### config.mk
export PLATFORM = sky130hd
export DESIGN_NAME = lcd_rectangle_fill_stream_top
export DESIGN_NICKNAME = d
export VERILOG_FILES = /design/src/rtl/core/lrfs_pkg.sv /design/src/rtl/core/lcd_rectangle_fill_stream_top.sv /design/src/rtl/core/lrfs_input_stage.sv /design/src/rtl/core/lrfs_engine.sv /design/src/rtl/core/lrfs_output_stage.sv
export VERILOG_INCLUDE_DIRS = /design/src /design/src/rtl/core
export SDC_FILE = /design/constraint.sdc
export NUM_CORES = 1
export LEC_CHECK = 0
export ABC_AREA = 1
export BUFFER_PORTS_ARGS = -buffer_cell sky130_fd_sc_hd__buf_2
export CAP_MARGIN = 5
export CORE_ASPECT_RATIO = 2
export CORE_MARGIN = 3
export CORE_UTILIZATION = 40
export CTS_BUF_LIST = sky130_fd_sc_hd__clkbuf_4 sky130_fd_sc_hd__clkbuf_8
export CTS_CLUSTER_SIZE = 20
export DETAILED_ROUTE_END_ITERATION = 10
export PLACE_DENSITY = 0.55
export REMOVE_ABC_BUFFERS = 1
export SETUP_SLACK_MARGIN = 0.15
export SYNTH_ARGS = -nofsm -noshare
export SYNTH_HDL_FRONTEND = slang
export SYNTH_SLANG_ARGS = --single-unit
### constraint.sdc
create_clock -name clock -period 4.65 [get_ports clock]
set_input_delay 0.465 -clock clock [delete_from_list [all_inputs] [get_ports clock]]
set_output_delay 0.465 -clock clock [all_outputs]
set_load 0.1 [all_outputs]
### src/rtl/core/assert_macros.svh
// Assertion macros used by the fill engine of the rectangle fill stream.
`ifndef ASSERT_MACROS_SVH
`define ASSERT_MACROS_SVH

// Property that must hold at every edge outside reset.
`define ASSERT_ALWAYS(label, clk, rst, prop, msg) \
   label: assert property (@(posedge clk) disable iff (rst) (prop)) else $error(msg);

// Antecedent implies consequent at the same edge.
`define ASSERT_IMPLY(label, clk, rst, ante, cons, msg) \
   label: assert property (@(posedge clk) disable iff (rst) (ante) |-> (cons)) \
      else $error(msg);

`endif

### src/rtl/core/lrfs_pkg.sv
// Types, codes and helpers shared by the rectangle fill stream modules.
package lrfs_pkg;

   localparam int COORD_BITS     = 10;
   localparam int PIXEL_BITS     = 2 * COORD_BITS;
   localparam int COLOR_BITS     = 24;
   localparam int STEP_BITS      = 4;
   localparam int CSR_INDEX_BITS = 1;

   localparam logic [COORD_BITS-1:0] SCREEN_RESET = COORD_BITS'(320);

   localparam logic [7:0] CMD_COLUMN   = 8'h2A;
   localparam logic [7:0] CMD_ROW      = 8'h2B;
   localparam logic [7:0] CMD_WRITE    = 8'h2C;
   localparam logic [7:0] CHANNEL_MASK = 8'hFC;

   localparam logic [STEP_BITS-1:0] PIXEL_PHASE = STEP_BITS'(11);

   localparam logic OP_TICK = 1'b0;
   localparam logic OP_FILL = 1'b1;

   localparam logic [1:0] STATUS_BYTE   = 2'd0;
   localparam logic [1:0] STATUS_BOUNDS = 2'd1;
   localparam logic [1:0] STATUS_BUSY   = 2'd2;

   localparam logic [CSR_INDEX_BITS-1:0] CSR_SCREEN_WIDTH  = 1'b0;
   localparam logic [CSR_INDEX_BITS-1:0] CSR_SCREEN_HEIGHT = 1'b1;

   typedef struct packed {
      logic                  opcode;
      logic [COORD_BITS-1:0] x_start;
      logic [COORD_BITS-1:0] y_start;
      logic [COORD_BITS-1:0] fill_width;
      logic [COORD_BITS-1:0] fill_height;
      logic [COLOR_BITS-1:0] fill_color;
   } lrfs_req_type;

   typedef struct packed {
      logic [1:0] status;
      logic [7:0] spi_byte;
      logic       is_data;
      logic       end_of_transfer;
   } lrfs_rsp_type;

   // Engine to result register.
   typedef struct packed {
      logic         valid;
      lrfs_rsp_type data;
   } lrfs_result_type;

   function automatic logic [7:0] coord_hi(input logic [COORD_BITS-1:0] v);
      logic [15:0] wide;
      wide = 16'(v);
      return wide[15:8];
   endfunction

   function automatic logic [7:0] coord_lo(input logic [COORD_BITS-1:0] v);
      logic [15:0] wide;
      wide = 16'(v);
      return wide[7:0];
   endfunction

endpackage

### src/rtl/core/lcd_rectangle_fill_stream_top.sv
// Top level of the SPI LCD rectangle fill byte stream.
// Takes fill requests and ticks, one item per clock when the result side keeps up;
// an item is held in the input register until the engine takes it, and its result (if
// any) is loaded into the result register as the engine takes it; rsp_valid and
// rsp_data come from the result register. While a result is stalled the input stalls
// too, also for items that yield nothing. A tick while a fill runs yields the next SPI
// byte: column window, row window, write command, then three color bytes per pixel,
// with data/command and chip-select-release flags. A request while busy, with a zero
// size or out of the configured screen yields a reject status; an accepted request
// and an idle tick yield nothing. Screen size registers are always ready and must be
// written only while the block is idle.
module lcd_rectangle_fill_stream_top
   import lrfs_pkg::*;
(
   input  logic                      clock,
   input  logic                      reset,
   input  logic                      req_valid,
   output logic                      req_stall,
   input  lrfs_req_type              req_data,
   output logic                      rsp_valid,
   input  logic                      rsp_stall,
   output lrfs_rsp_type              rsp_data,
   input  logic                      csr_valid,
   output logic                      csr_ready,
   input  logic [CSR_INDEX_BITS-1:0] csr_index,
   input  logic [COORD_BITS-1:0]     csr_wdata
);

   logic            out_free;
   logic            fire;
   lrfs_req_type    item;
   lrfs_result_type result;

   lrfs_input_stage u_input (
      .clock     (clock),
      .reset     (reset),
      .req_valid (req_valid),
      .req_stall (req_stall),
      .req_data  (req_data),
      .out_free  (out_free),
      .fire      (fire),
      .item      (item)
   );

   lrfs_engine u_engine (
      .clock     (clock),
      .reset     (reset),
      .csr_valid (csr_valid),
      .csr_ready (csr_ready),
      .csr_index (csr_index),
      .csr_wdata (csr_wdata),
      .fire      (fire),
      .item      (item),
      .result    (result)
   );

   lrfs_output_stage u_output (
      .clock     (clock),
      .reset     (reset),
      .fire      (fire),
      .result    (result),
      .out_free  (out_free),
      .rsp_valid (rsp_valid),
      .rsp_stall (rsp_stall),
      .rsp_data  (rsp_data)
   );

endmodule

### src/rtl/core/lrfs_input_stage.sv
// Input register: holds one request item until the engine can take it.
module lrfs_input_stage
   import lrfs_pkg::*;
(
   input  logic         clock,
   input  logic         reset,
   input  logic         req_valid,
   output logic         req_stall,
   input  lrfs_req_type req_data,
   input  logic         out_free,
   output logic         fire,
   output lrfs_req_type item
);

   logic         valid_ff;
   logic         valid_in;
   lrfs_req_type data_ff;
   logic         take;

   assign fire      = valid_ff && out_free;
   assign req_stall = valid_ff && !out_free;
   assign take      = req_valid && !req_stall;
   assign item      = data_ff;

   always_comb begin
      valid_in = valid_ff;
      if (take) begin
         valid_in = 1'b1;
      end else if (fire) begin
         valid_in = 1'b0;
      end
   end

   always_ff @(posedge clock) begin
      if (reset) begin
         valid_ff <= 1'b0;
      end else begin
         valid_ff <= valid_in;
      end
   end

   always_ff @(posedge clock) begin
      if (take) begin
         data_ff <= req_data;
      end
   end

endmodule

### src/rtl/core/lrfs_engine.sv
// Fill engine: screen registers, window and pixel counters, byte selection.
`include "assert_macros.svh"

module lrfs_engine
   import lrfs_pkg::*;
(
   input  logic                      clock,
   input  logic                      reset,
   input  logic                      csr_valid,
   output logic                      csr_ready,
   input  logic [CSR_INDEX_BITS-1:0] csr_index,
   input  logic [COORD_BITS-1:0]     csr_wdata,
   input  logic                      fire,
   input  lrfs_req_type              item,
   output lrfs_result_type           result
);

   localparam logic [STEP_BITS-1:0] HDR_COL_CMD  = STEP_BITS'(0);
   localparam logic [STEP_BITS-1:0] HDR_COL_F_HI = STEP_BITS'(1);
   localparam logic [STEP_BITS-1:0] HDR_COL_F_LO = STEP_BITS'(2);
   localparam logic [STEP_BITS-1:0] HDR_COL_L_HI = STEP_BITS'(3);
   localparam logic [STEP_BITS-1:0] HDR_COL_L_LO = STEP_BITS'(4);
   localparam logic [STEP_BITS-1:0] HDR_ROW_CMD  = STEP_BITS'(5);
   localparam logic [STEP_BITS-1:0] HDR_ROW_F_HI = STEP_BITS'(6);
   localparam logic [STEP_BITS-1:0] HDR_ROW_F_LO = STEP_BITS'(7);
   localparam logic [STEP_BITS-1:0] HDR_ROW_L_HI = STEP_BITS'(8);
   localparam logic [STEP_BITS-1:0] HDR_ROW_L_LO = STEP_BITS'(9);
   localparam logic [STEP_BITS-1:0] HDR_WRITE    = STEP_BITS'(10);

   localparam logic [1:0] CH_RED   = 2'd0;
   localparam logic [1:0] CH_GREEN = 2'd1;
   localparam logic [1:0] CH_BLUE  = 2'd2;

   logic [COORD_BITS-1:0] screen_width_ff, screen_width_in;
   logic [COORD_BITS-1:0] screen_height_ff, screen_height_in;

   logic                  busy_ff, busy_in;
   logic [STEP_BITS-1:0]  header_step_ff, header_step_in;
   logic [COORD_BITS-1:0] col_first_ff, col_first_in;
   logic [COORD_BITS-1:0] col_last_ff, col_last_in;
   logic [COORD_BITS-1:0] row_first_ff, row_first_in;
   logic [COORD_BITS-1:0] row_last_ff, row_last_in;
   logic [COLOR_BITS-1:0] color_ff, color_in;
   logic [PIXEL_BITS-1:0] pixels_left_ff, pixels_left_in;
   logic [1:0]            channel_ff, channel_in;

   logic [COORD_BITS:0]   col_end;
   logic [COORD_BITS:0]   row_end;
   logic [COORD_BITS:0]   col_last_wide;
   logic [COORD_BITS:0]   row_last_wide;
   logic                  in_bounds;
   logic [PIXEL_BITS-1:0] pixels_remaining;

   assign csr_ready = 1'b1;

   always_comb begin
      screen_width_in  = screen_width_ff;
      screen_height_in = screen_height_ff;
      if (csr_valid) begin
         unique case (csr_index)
            CSR_SCREEN_WIDTH:  screen_width_in  = csr_wdata;
            CSR_SCREEN_HEIGHT: screen_height_in = csr_wdata;
            default: ;
         endcase
      end
   end

   assign col_end       = {1'b0, item.x_start} + {1'b0, item.fill_width};
   assign row_end       = {1'b0, item.y_start} + {1'b0, item.fill_height};
   assign col_last_wide = col_end - (COORD_BITS+1)'(1);
   assign row_last_wide = row_end - (COORD_BITS+1)'(1);
   assign in_bounds     = (item.fill_width != '0) && (item.fill_height != '0)
                          && (col_end <= {1'b0, screen_width_ff})
                          && (row_end <= {1'b0, screen_height_ff});
   assign pixels_remaining = pixels_left_ff - PIXEL_BITS'(1);

   always_comb begin
      busy_in        = busy_ff;
      header_step_in = header_step_ff;
      col_first_in   = col_first_ff;
      col_last_in    = col_last_ff;
      row_first_in   = row_first_ff;
      row_last_in    = row_last_ff;
      color_in       = color_ff;
      pixels_left_in = pixels_left_ff;
      channel_in     = channel_ff;
      result         = '0;

      if (fire) begin
         if (item.opcode == OP_FILL) begin
            if (busy_ff) begin
               result.valid       = 1'b1;
               result.data.status = STATUS_BUSY;
            end else if (!in_bounds) begin
               result.valid       = 1'b1;
               result.data.status = STATUS_BOUNDS;
            end else begin
               busy_in        = 1'b1;
               header_step_in = HDR_COL_CMD;
               col_first_in   = item.x_start;
               col_last_in    = col_last_wide[COORD_BITS-1:0];
               row_first_in   = item.y_start;
               row_last_in    = row_last_wide[COORD_BITS-1:0];
               color_in       = item.fill_color & {3{CHANNEL_MASK}};
               pixels_left_in = item.fill_width * item.fill_height;
               channel_in     = CH_RED;
            end
         end else if (busy_ff) begin
            result.valid       = 1'b1;
            result.data.status = STATUS_BYTE;
            result.data.is_data = 1'b1;
            if (header_step_ff < PIXEL_PHASE) begin
               header_step_in = header_step_ff + STEP_BITS'(1);
               unique case (header_step_ff)
                  HDR_COL_CMD: begin
                     result.data.spi_byte = CMD_COLUMN;
                     result.data.is_data  = 1'b0;
                  end
                  HDR_COL_F_HI: result.data.spi_byte = coord_hi(col_first_ff);
                  HDR_COL_F_LO: result.data.spi_byte = coord_lo(col_first_ff);
                  HDR_COL_L_HI: result.data.spi_byte = coord_hi(col_last_ff);
                  HDR_COL_L_LO: begin
                     result.data.spi_byte        = coord_lo(col_last_ff);
                     result.data.end_of_transfer = 1'b1;
                  end
                  HDR_ROW_CMD: begin
                     result.data.spi_byte = CMD_ROW;
                     result.data.is_data  = 1'b0;
                  end
                  HDR_ROW_F_HI: result.data.spi_byte = coord_hi(row_first_ff);
                  HDR_ROW_F_LO: result.data.spi_byte = coord_lo(row_first_ff);
                  HDR_ROW_L_HI: result.data.spi_byte = coord_hi(row_last_ff);
                  HDR_ROW_L_LO: begin
                     result.data.spi_byte        = coord_lo(row_last_ff);
                     result.data.end_of_transfer = 1'b1;
                  end
                  HDR_WRITE: begin
                     result.data.spi_byte        = CMD_WRITE;
                     result.data.is_data         = 1'b0;
                     result.data.end_of_transfer = 1'b1;
                  end
                  default: ;
               endcase
            end else begin
               case (channel_ff)
                  CH_RED:   result.data.spi_byte = color_ff[23:16];
                  CH_GREEN: result.data.spi_byte = color_ff[15:8];
                  default:  result.data.spi_byte = color_ff[7:0];
               endcase
               if (channel_ff >= CH_BLUE) begin
                  channel_in = CH_RED;
                  // pixel count never sits at zero in the pixel phase
                  pixels_left_in = pixels_remaining;
                  if (pixels_remaining == '0) begin
                     result.data.end_of_transfer = 1'b1;
                     busy_in        = 1'b0;
                     header_step_in = HDR_COL_CMD;
                  end
               end else begin
                  channel_in = channel_ff + 2'd1;
               end
            end
         end
      end
   end

   always_ff @(posedge clock) begin
      if (reset) begin
         screen_width_ff  <= SCREEN_RESET;
         screen_height_ff <= SCREEN_RESET;
         busy_ff          <= 1'b0;
         header_step_ff   <= '0;
         col_first_ff     <= '0;
         col_last_ff      <= '0;
         row_first_ff     <= '0;
         row_last_ff      <= '0;
         color_ff         <= '0;
         pixels_left_ff   <= '0;
         channel_ff       <= '0;
      end else begin
         screen_width_ff  <= screen_width_in;
         screen_height_ff <= screen_height_in;
         busy_ff          <= busy_in;
         header_step_ff   <= header_step_in;
         col_first_ff     <= col_first_in;
         col_last_ff      <= col_last_in;
         row_first_ff     <= row_first_in;
         row_last_ff      <= row_last_in;
         color_ff         <= color_in;
         pixels_left_ff   <= pixels_left_in;
         channel_ff       <= channel_in;
      end
   end

   `ASSERT_ALWAYS(a_step_range, clock, reset, header_step_ff <= PIXEL_PHASE, "header step past pixel phase")
   `ASSERT_IMPLY(a_idle_step, clock, reset, !busy_ff, header_step_ff == HDR_COL_CMD, "idle with header step set")
   `ASSERT_ALWAYS(a_channel_range, clock, reset, channel_ff != 2'd3, "channel index out of range")
   `ASSERT_IMPLY(a_pixels_nonzero, clock, reset, busy_ff && header_step_ff == PIXEL_PHASE, pixels_left_ff != '0, "pixel phase with no pixels left")
   `ASSERT_IMPLY(a_reject_zero, clock, reset, result.valid && result.data.status != STATUS_BYTE, result.data.spi_byte == '0 && !result.data.end_of_transfer, "reject carries stream data")

endmodule

### src/rtl/core/lrfs_output_stage.sv
// Result register: holds one result item until the consumer takes it.
module lrfs_output_stage
   import lrfs_pkg::*;
(
   input  logic            clock,
   input  logic            reset,
   input  logic            fire,
   input  lrfs_result_type result,
   output logic            out_free,
   output logic            rsp_valid,
   input  logic            rsp_stall,
   output lrfs_rsp_type    rsp_data
);

   logic         valid_ff;
   logic         valid_in;
   lrfs_rsp_type data_ff;
   logic         load;

   assign out_free  = !valid_ff || !rsp_stall;
   assign load      = fire && result.valid;
   assign rsp_valid = valid_ff;
   assign rsp_data  = data_ff;

   always_comb begin
      valid_in = valid_ff;
      if (out_free) begin
         valid_in = load;
      end
   end

   always_ff @(posedge clock) begin
      if (reset) begin
         valid_ff <= 1'b0;
      end else begin
         valid_ff <= valid_in;
      end
   end

   always_ff @(posedge clock) begin
      if (load) begin
         data_ff <= result.data;
      end
   end

endmodule

-- Word level (Yosys, flattened, before mapping)
Cells that the tools add are included.
- add/sub/neg operators: 7
- multipliers: 1
- order comparisons: 4
- equality and inequality tests: 13
- multiplexer cells: 43
- bitwise operators: 3
- reduce and logical (&&, ||, !) cells: 32
- operator list (operator ; number):
    20-bit two-way mux ; 6
    8-bit case mux with 11 select lines ; 1
    4-bit two-way mux ; 7
    13-bit two-way mux ; 2
    10-bit by 10-bit adder with 11-bit output ; 2
    11-bit by 10-bit <= comparator with 1-bit output ; 2
    20-bit zero test ; 1
    10-bit by 10-bit multiplier with 20-bit output ; 1
    10-bit nonzero test ; 2
    10-bit by 1-bit subtractor with 10-bit output, second input constant ; 2
    20-bit by 1-bit subtractor with 20-bit output, second input constant ; 1
    4-bit by 3-bit equality test with 1-bit output, second input constant ; 4
    8-bit case mux with 2 select lines ; 1
    1-bit two-way mux ; 15
    4-bit equality test, second input constant ; 3
    2-bit two-way mux ; 6
    6-bit AND reduction ; 2
    10-bit two-way mux ; 1
    3-bit two-way mux ; 3
    3-bit OR reduction ; 3
    4-bit by 2-bit equality test with 1-bit output, second input constant ; 2
    8-bit two-way mux ; 1
    2-bit nonzero test ; 4
    1-bit logical AND ; 7
    other kinds (16) ; 24
- flip-flop bits (word level): 184
- bits of input ports: 81
- output and inout bits: 15
- word-level logic and storage cells: 126

-- Longest topological paths before layout
Gate-level depths: netlist of the first run.
- depth in word-level cells: 9
- gate-level depth with buffers: 27
- gate-level depth less buffers: 26

-- Hierarchy
From an unflattened synthesis of the first run, not the netlist that was laid out.
- cells, all modules: 1712
- area, all modules: 13157.6 um^2
- modules (own cells, without submodules) (module ; times used ; cells an instance ; area each (um^2) ; sequential area each (um^2)):
    lrfs_engine ; 1 ; 1621 ; 10746.6 ; 2102.0
    lrfs_input_stage ; 1 ; 74 ; 2008.2 ; 1971.9
    lrfs_output_stage ; 1 ; 17 ; 402.9 ; 380.4

-- Worst setup path after synthesis of the first run
Ideal clock, no wire load.
- kind: register -> register
- start point: register u_input.data_ff, in the netlist u_input.item[27]
- end point: register u_engine.pixels_left_ff[15]
- library setup time: 0.119 ns
- arrival time: 4.881 ns
- data required time: 4.531 ns
- slack: -0.351 ns
- cell stages (with the launch flop): 23
- buffers on the path: 1
- period minus slack after synthesis: 5.001 ns
- cell sequence: edfxtp_1 clkbuf_1 nand2_1 fa_1 inv_1 fa_1 inv_1 fa_1 inv_1 fa_1 inv_1 fa_1 inv_1 ha_1 a21oi_1 o21ai_0 a21oi_1 nand2_1 or2_2 nand3_1 o21ai_0 o21ai_0 a21oi_1
- cells in the longest elaborated chain, start to end: 6
- elaborated cells between the ends (all ways): 12
- classes of those cells: 1 x add/sub; 1 x mul; 1 x order compare; 3 x mux; 6 x reduce/logical
- RTL lines (what ; line ; source):
    from (decl) ; lrfs_input_stage.sv:17 ; lrfs_req_type data_ff;
    from (signal assigned) ; lrfs_input_stage.sv:44 ; data_ff <= req_data;
    branches (longest 6 deep; another with 10-bit by 10-bit multiplier with 20-bit output) ; -- ;
    to (signal assigned) ; lrfs_engine.sv:190 ; pixels_left_ff <= pixels_left_in;
    to (decl) ; lrfs_engine.sv:44 ; logic [PIXEL_BITS-1:0] pixels_left_ff, pixels_left_in;
Several ways; the timed one is not identified. The select of a mux whose other input is x is not followed.
A chain may end at the register's enable or synchronous reset.

-- Worst setup path in the final report of the first run
- start point: register u_input.data_ff, in the netlist u_input.item[36]
- end point: register u_engine.pixels_left_ff[15]
- cells in the longest elaborated chain, start to end: 6
- elaborated cells between the ends (all ways): 12
- classes of those cells: 1 x add/sub; 1 x mul; 1 x order compare; 3 x mux; 6 x reduce/logical
- RTL lines (what):
    branches (longest 6 deep; another with 10-bit by 10-bit multiplier with 20-bit output)
Several ways; the timed one is not identified. The select of a mux whose other input is x is not followed.

==> results.yml, run 1 <==
outcome:
  outcome: "finished clean"
grt:
  grt-busiest-layer: "met2"
  grt_use_met2: 0.462
  use_met1: 0.191
  grt_use_total: 0.221
  grt_pass1_vias: 11731
  antenna_found_initial: 1
  overflow: 0
  use_met3: 0.0293
  grt_max_degree: 62
  grt_first_pass_wirelength_microns: 59000
placed_design:
  dp_hpwl_microns: 30100
  port_buffers: 88
  place_congestion: 0.924
cells_and_area:
  drive_gt1_frac: 0.179
  syn_to_final_growth_pct: 19.1
  layout.nets: 2087
min_path:
  min_to: "u_input.item[23]$_DFFE_PP_"
  min-delay-start: "req_data[23]"
  hold_class: "in2reg"
  hold_path_depth: 1
setup_path:
  rr_worst_depth: 22
  max_stage_delay_ns: 0.54
  path_delay_family: "adder cells"
  setup.worst_path.start_class: "register"
  arrival_ns: 5.03
  crit_path_end_kind: "register"
  path_cells: "buf_6 -> nand2_1 -> inv_1 -> fa_2 -> fa_1 -> inv_1 -> fa_1 -> inv_1 -> fa_1 -> inv_2 -> fa_1 -> inv_2 -> ha_4 -> a21oi_2 -> o21ai_2 -> a21oi_1 -> nand2_1 -> or2_2 -> nand3_1 -> o21ai_0 -> o21ai_1 -> a21oi_1"
  cpMostUsedCell: "fa_1"
  cpMaxStageDelayCell: "fa_1"
  worstReg2RegStart: "u_input.item[36]$_DFFE_PP_"
  required_ns: 5.04
  worstPathMaxFanout: 5
  criticalPathCategory: "reg2reg"
  rrSetupSlack_ns: 0.01
  crit_buf_inv: 6
  reg2reg_to: "u_engine.pixels_left_ff[15]$_SDFFE_PP0P_"
power_and_ir_drop:
  p_sw_frac: 0.414
  power_uw: 6550
  pwr-share-seq: 0.264
  power.internal_uw: 3830
  pwr-share-clk: 0.161
  ir_worst_vdd_uv: 370
  p_leak_uw: 0.00745
  p_comb_frac: 0.575
  p_switching_uw: 2710
  power_density_nw_per_um2: 430
synth:
  synthFlopType: "dfxtp_1"
  ys_top_cells_by_area: "dfxtp_1 (17%), edfxtp_1 (17%), nand2_1 (12%), ha_1 (10%), fa_1 (10%)"
  yosysWarnings: 0
  ys_seq_area_frac: 0.334
  syn_avg_cell_area_sq_um: 7.63
  synth-seq-cells: 178
  synth_top_area_share: 0.167
  yosys-top-cells-count: "nand2_1 (394), inv_1 (264), nor2_1 (211)"
  synth_edf_count: 71
  netlist_area_sq_um: 12800
  synthArstFlopShare: 0
  syn_inst: 1678
  synth_area_leader_cell: "dfxtp_1"
  ys_types: 49
  yosysMostFrequentCell: "nand2_1"
clock_tree:
  htreeDepth: 4
  cts_tree: "done"
  cts.clk_slew.worst_paths_ns: 0.10
  cts_made_buffers: 17
  clk_latency_ns: 0.50
  cts.sinks: 178
  cts_root_buf: "clkbuf_8"
  cts_max_path_buffers: 2
detailed_routing:
  drtIter0Drc: 439
  drt-pass1-iter-count: 5
  antenna_left: 0
  wl_per_cell_microns: 16.8
  viasPerCell: 4.95
  via_count: 11248
  wirelength_microns: 38100
  drc: 0
die:
  design.core.area_sq_um: 31500
  die_y_microns: 259
  ios: 96
  die_width_microns: 132
  dieArea_sq_um: 34300
  num_rows: 92
  initial_utilization: 0.406
sta:
  hold_viol_final: 0
  relSlewSlack: 0.367
  timing.fmax_mhz: 216
  finalCriticalPeriod_ns: 4.64
  clock-skew-final_ns: 0.0128
  rsz0062_at_grt: "yes"
  setup_viol: 0
  period_share: 0.998
  tightest_slew_ns: 0.949
  hold_ws_ns: 0.131
  drv_slew: 0
flow_run:
  drv_cap: 0
per-layer routing:
layer	vias up	wire, microns
met1	5303	12200
li1	5637	-
met3	107	925
met5	-	0
met4	0	2330
met2	201	22600
power by group through the flow:
stage / clock [uW] / sequential, uW / combinational (uW)
2_1_floorplan: 0 / 1800 / 1740
3_3_place_gp: 0 / 1760 / 2870
3_5_place_dp: 0 / 1770 / 2900
4_1_cts: 1080 / 1730 / 3510
5_1_grt: 1140 / 1730 / 4170
6_report: 1050 / 1730 / 3760
stage by stage:
step	setup slack [ns]	utilization	std cells	instance area, sq um	setup TNS (ns)
5_1_grt	-0.262	0.483	2273	15200	-2.48
3_5_place_dp	-0.368	0.448	2214	14100	-3.40
2_1_floorplan	-0.284	-	1621	12500	-0.868
3_3_place_gp	-0.315	0.448	2214	14100	-2.92
4_1_cts	0.0253	0.475	2263	15000	0
6_report	0.0102	0.483	2273	15200	0
registers in the layout, indices dropped and copies added (netlist names), 10 cells and up:
signal and flops:
u_engine.screen_width_ff 10, u_engine.row_last_ff 10, u_engine.col_first_ff 10, u_engine.row_first_ff 10, u_engine.pixels_left_ff 20, u_engine.screen_height_ff 10, u_input.item 59, u_engine.col_last_ff 10
u_output.rsp_data 12, u_engine.color_ff 18
cell usage in the layout, fill, tap and decap left out, types with 6 or more instances in the layout:
master | synthesis | routed
o21ai_0 | 113 | 99
inv_6 | 0 | 6
nand2_2 | 1 | 19
nand3_1 | 61 | 58
edfxtp_1 | 71 | 71
nand2_1 | 394 | 373
inv_1 | 264 | 253
ha_1 | 106 | 89
dfxtp_1 | 107 | 107
fa_1 | 64 | 62
nand4_1 | 24 | 24
ha_4 | 0 | 16
xnor2_1 | 18 | 15
buf_4 | 5 | 87
xor2_1 | 21 | 21
nor2_1 | 211 | 209
inv_2 | 2 | 11
nor2_2 | 8 | 9
buf_2 | 8 | 88
a21oi_2 | 1 | 8
a221oi_1 | 7 | 7
a21oi_1 | 85 | 76
nor3_1 | 11 | 10
buf_6 | 4 | 17
o21ai_1 | 5 | 15
clkbuf_8 | 0 | 17
what timing repair did:
item | 4_1_cts | 5_1_grt
buffers inserted | 17 | 7
resized for setup | 76 | 41
hold buffers | 0 | 0
endpoints found under the setup margin | 14 | 85
pin swaps | 60 | 36
gates cloned | 0 | 2
worst max-delay path by stage:
stage | startpoint | to | slack, ns | depth (start not counted)
finish | u_input.item[36]$_DFFE_PP_ | u_engine.pixels_left_ff[15]$_SDFFE_PP0P_ | 0.01 | 22
global route | u_input.item[36]$_DFFE_PP_ | u_engine.pixels_left_ff[16]$_SDFFE_PP0P_ | -0.26 | 26
CTS | u_input.item[30]$_DFFE_PP_ | u_engine.pixels_left_ff[18]$_SDFFE_PP0P_ | 0.03 | 23
detailed placement | u_input.item[38]$_DFFE_PP_ | u_engine.pixels_left_ff[19]$_SDFFE_PP0P_ | -0.37 | 19
global placement | u_input.item[38]$_DFFE_PP_ | u_engine.pixels_left_ff[13]$_SDFFE_PP0P_ | -0.32 | 20
floorplan | u_input.item[27]$_DFFE_PP_ | u_engine.pixels_left_ff[15]$_SDFFE_PP0P_ | -0.28 | 21
logic make-up (layout without fill, tap and decap cells):
group	count (synthesis)	count (layout)	synth area share
other	1	2	0.000293
and+or+nand+nor	732	733	0.236
AOI/OAI and AO/OA	231	231	0.0969
xor gates and xnor gates	41	41	0.0292
DFF	178	178	0.334
adders and majority gates	170	170	0.204
buffers and inverters	325	495	0.0999
area by class of cell:
| type | count | area (sq um) |
|---|---|---|
| clock buffers | 17 | 234 |
| well taps | 423 | 529 |
| repair buffers | 195 | 1350 |
| clock inverters | 15 | 144 |
| inverters | 268 | 1010 |
| multi-input cells | 1176 | 7690 |
| fillers | 3223 | 16300 |
| flip-flops and latches | 178 | 4270 |
| diodes | 1 | 2.50 |
(Power assumes the default switching activity.)
==> run 2, diff against run 1 <==
--- a/config.mk
+++ b/config.mk
@@ -15,7 +15,7 @@
 export CTS_BUF_LIST = sky130_fd_sc_hd__clkbuf_4 sky130_fd_sc_hd__clkbuf_8
 export CTS_CLUSTER_SIZE = 20
 export DETAILED_ROUTE_END_ITERATION = 10
-export PLACE_DENSITY = 0.55
+export PLACE_DENSITY = 0.57
 export REMOVE_ABC_BUFFERS = 1
 export SETUP_SLACK_MARGIN = 0.15
 export SYNTH_ARGS = -nofsm -noshare
==> run 2 against run 1 <==
  * The run now ends with setup timing left
  * Critical path type unchanged
  * First-iteration DRC count up 30%
  * Maximum frequency decreased by 1.6%
  * Sequential share of layout area is essentially flat
  * Register-to-register slack worse by 0.07 ns
  * Combinational power up 1%
  * Highest routed layer unchanged
==> results.yml, run 2 (synthesis gave the netlist of run 1 again) <==
sta:
  hold_ws_ns: 0.126
  relSlewSlack: 0.287
  setup_viol: 4
  tightest_slew_ns: 1.07
  drv_slew: 0
  rsz0062_at_grt: "yes"
  period_share: 1.01
  clock-skew-final_ns: 0.0204
  setup_ws_ns: -0.0637
  hold_viol_final: 0
  finalCriticalPeriod_ns: 4.71
  timing.fmax_mhz: 212
grt:
  grt_use_met2: 0.452
  antenna_found_initial: 1
  grt_pass1_vias: 11554
  use_met3: 0.0270
  use_met1: 0.192
  grt-busiest-layer: "met2"
  grt_first_pass_wirelength_microns: 58500
  overflow: 0
  grt_max_degree: 61
  grt_use_total: 0.219
setup_path:
  arrival_ns: 5.09
  rr_worst_depth: 20
  required_ns: 5.03
  criticalPathCategory: "reg2reg"
  crit_path_end_kind: "register"
  reg2reg_to: "u_engine.pixels_left_ff[18]$_SDFFE_PP0P_"
  worstPathMaxFanout: 4
  worstReg2RegStart: "u_input.item[40]$_DFFE_PP_"
  rrSetupSlack_ns: -0.06
  setup.worst_path.start_class: "register"
detailed_routing:
  antenna_left: 0
  drt-pass1-iter-count: 7
  viasPerCell: 4.96
  wl_per_cell_microns: 16.8
  via_count: 11258
  drtIter0Drc: 570
  drc: 0
  wirelength_microns: 38100
clock_tree:
  cts_tree: "done"
  cts.clk_slew.worst_paths_ns: 0.11
  ctsHoldBuffers: 0
  clk_latency_ns: 0.51
  cts_root_buf: "clkbuf_8"
  cts.sinks: 178
  cts_made_buffers: 17
  htreeDepth: 4
  cts_max_path_buffers: 2
power_and_ir_drop:
  power.internal_uw: 3920
  p_sw_frac: 0.414
  power_uw: 6680
  pwr-share-clk: 0.173
  power_density_nw_per_um2: 439
  p_leak_uw: 0.00743
  p_comb_frac: 0.569
  p_switching_uw: 2770
  pwr-share-seq: 0.259
  ir_worst_vdd_uv: 285
cells_and_area:
  syn_to_final_growth_pct: 19.0
  fin_util: 0.483
  final_cell_mix: "nand2_1 (369), inv_1 (245), nor2_1 (210), dfxtp_1 (107), o21ai_0 (94)"
  num-fill-cells: 3214
  final_common_cell: "nand2_1"
  drive_gt1_frac: 0.185
  largest_reg_flops: 59
  regArea_sq_um: 4270
  fin_area_sq_um: 15200
  layout.nets: 2083
  multi_input_area_sq_um: 7690
placed_design:
  place_area_sq_um: 14100
  place_congestion: 0.926
  dp_hpwl_microns: 30300
  port_buffers: 88
outcome:
  violations: "setup timing"
  outcome: "finished with violations"
min_path:
  hold_path_depth: 1
  hold_class: "in2reg"
  min-delay-start: "req_data[49]"
  min_to: "u_input.item[49]$_DFFE_PP_"
die:
  dieArea_sq_um: 34300
  ios: 96
  die_y_microns: 259
  num_rows: 92
  die_width_microns: 132
  design.core.area_sq_um: 31500
  initial_utilization: 0.406
flow_run:
  drv_cap: 0
[run 2: what timing repair did]
item	in CTS	in global routing
endpoints found under the setup margin	14	87
pin swaps	47	52
gates cloned	0	1
resized for setup	69	67
buffers inserted	8	18
[run 2: worst max-delay path: stages (launching register included)]
cell	delay [ns]
edfxtp_1	0.49
buf_4	0.18
buf_4	0.14
nand2_1	0.06
inv_1	0.05
fa_1	0.50
fa_1	0.41
fa_1	0.50
fa_1	0.49
ha_1	0.31
ha_1	0.33
buf_4	0.17
a21oi_2	0.17
o21ai_0	0.12
a21oi_1	0.21
nand2_1	0.09
xor2_1	0.14
nand2_1	0.06
nand2_1	0.06
nand2_1	0.06
a21oi_1	0.06
[run 2: per-stage QoR]
| step | std cells | setup TNS, ns | worst slack [ns] |
|---|---|---|---|
| global placement | 2209 | -2.15 | -0.285 |
| detailed placement | 2209 | -3.20 | -0.380 |
| floorplan | 1621 | -0.868 | -0.284 |
| CTS | 2249 | -0.122 | -0.0599 |
| finish | 2269 | -0.169 | -0.0637 |
| global route | 2269 | -2.49 | -0.336 |
[run 2: power groups by stage]
| stage | logic, uW | registers, uW | clock network [uW] |
|---|---|---|---|
| finish | 3800 | 1730 | 1160 |
| global route | 4200 | 1730 | 1230 |
| CTS | 3480 | 1730 | 1180 |
| detailed placement | 2920 | 1760 | 0 |
| global placement | 2880 | 1760 | 0 |
| floorplan | 1740 | 1800 | 0 |
[run 2: how the worst max path moves through the flow]
stage,from,depth (start not counted),endpoint
5_1_grt,u_input.item[40]$_DFFE_PP_,20,u_engine.pixels_left_ff[18]$_SDFFE_PP0P_
6_report,u_input.item[40]$_DFFE_PP_,20,u_engine.pixels_left_ff[18]$_SDFFE_PP0P_
3_3_place_gp,u_input.item[36]$_DFFE_PP_,20,u_engine.pixels_left_ff[13]$_SDFFE_PP0P_
4_1_cts,u_input.item[40]$_DFFE_PP_,24,u_engine.pixels_left_ff[18]$_SDFFE_PP0P_
3_5_place_dp,u_input.item[36]$_DFFE_PP_,20,u_engine.pixels_left_ff[13]$_SDFFE_PP0P_
2_1_floorplan,u_input.item[27]$_DFFE_PP_,21,u_engine.pixels_left_ff[15]$_SDFFE_PP0P_
[run 2: per-layer routing]
layer	vias up	part of all wire	wire length [microns]
met5	-	0	0
met2	229	0.59	22400
met4	0	0.064	2440
li1	5619	-	-
met1	5301	0.32	12300
met3	109	0.025	935
[run 2: layout make-up]
type / count / area share
Multi-Input combinational cell: 1175 / 0.505
Sequential cell: 178 / 0.281
Timing Repair Buffer: 192 / 0.0859
Inverter: 268 / 0.0665
Tap cell: 423 / 0.0348
Clock buffer: 18 / 0.0159
Clock inverter: 14 / 0.0113
Antenna cell: 1 / 0.000164
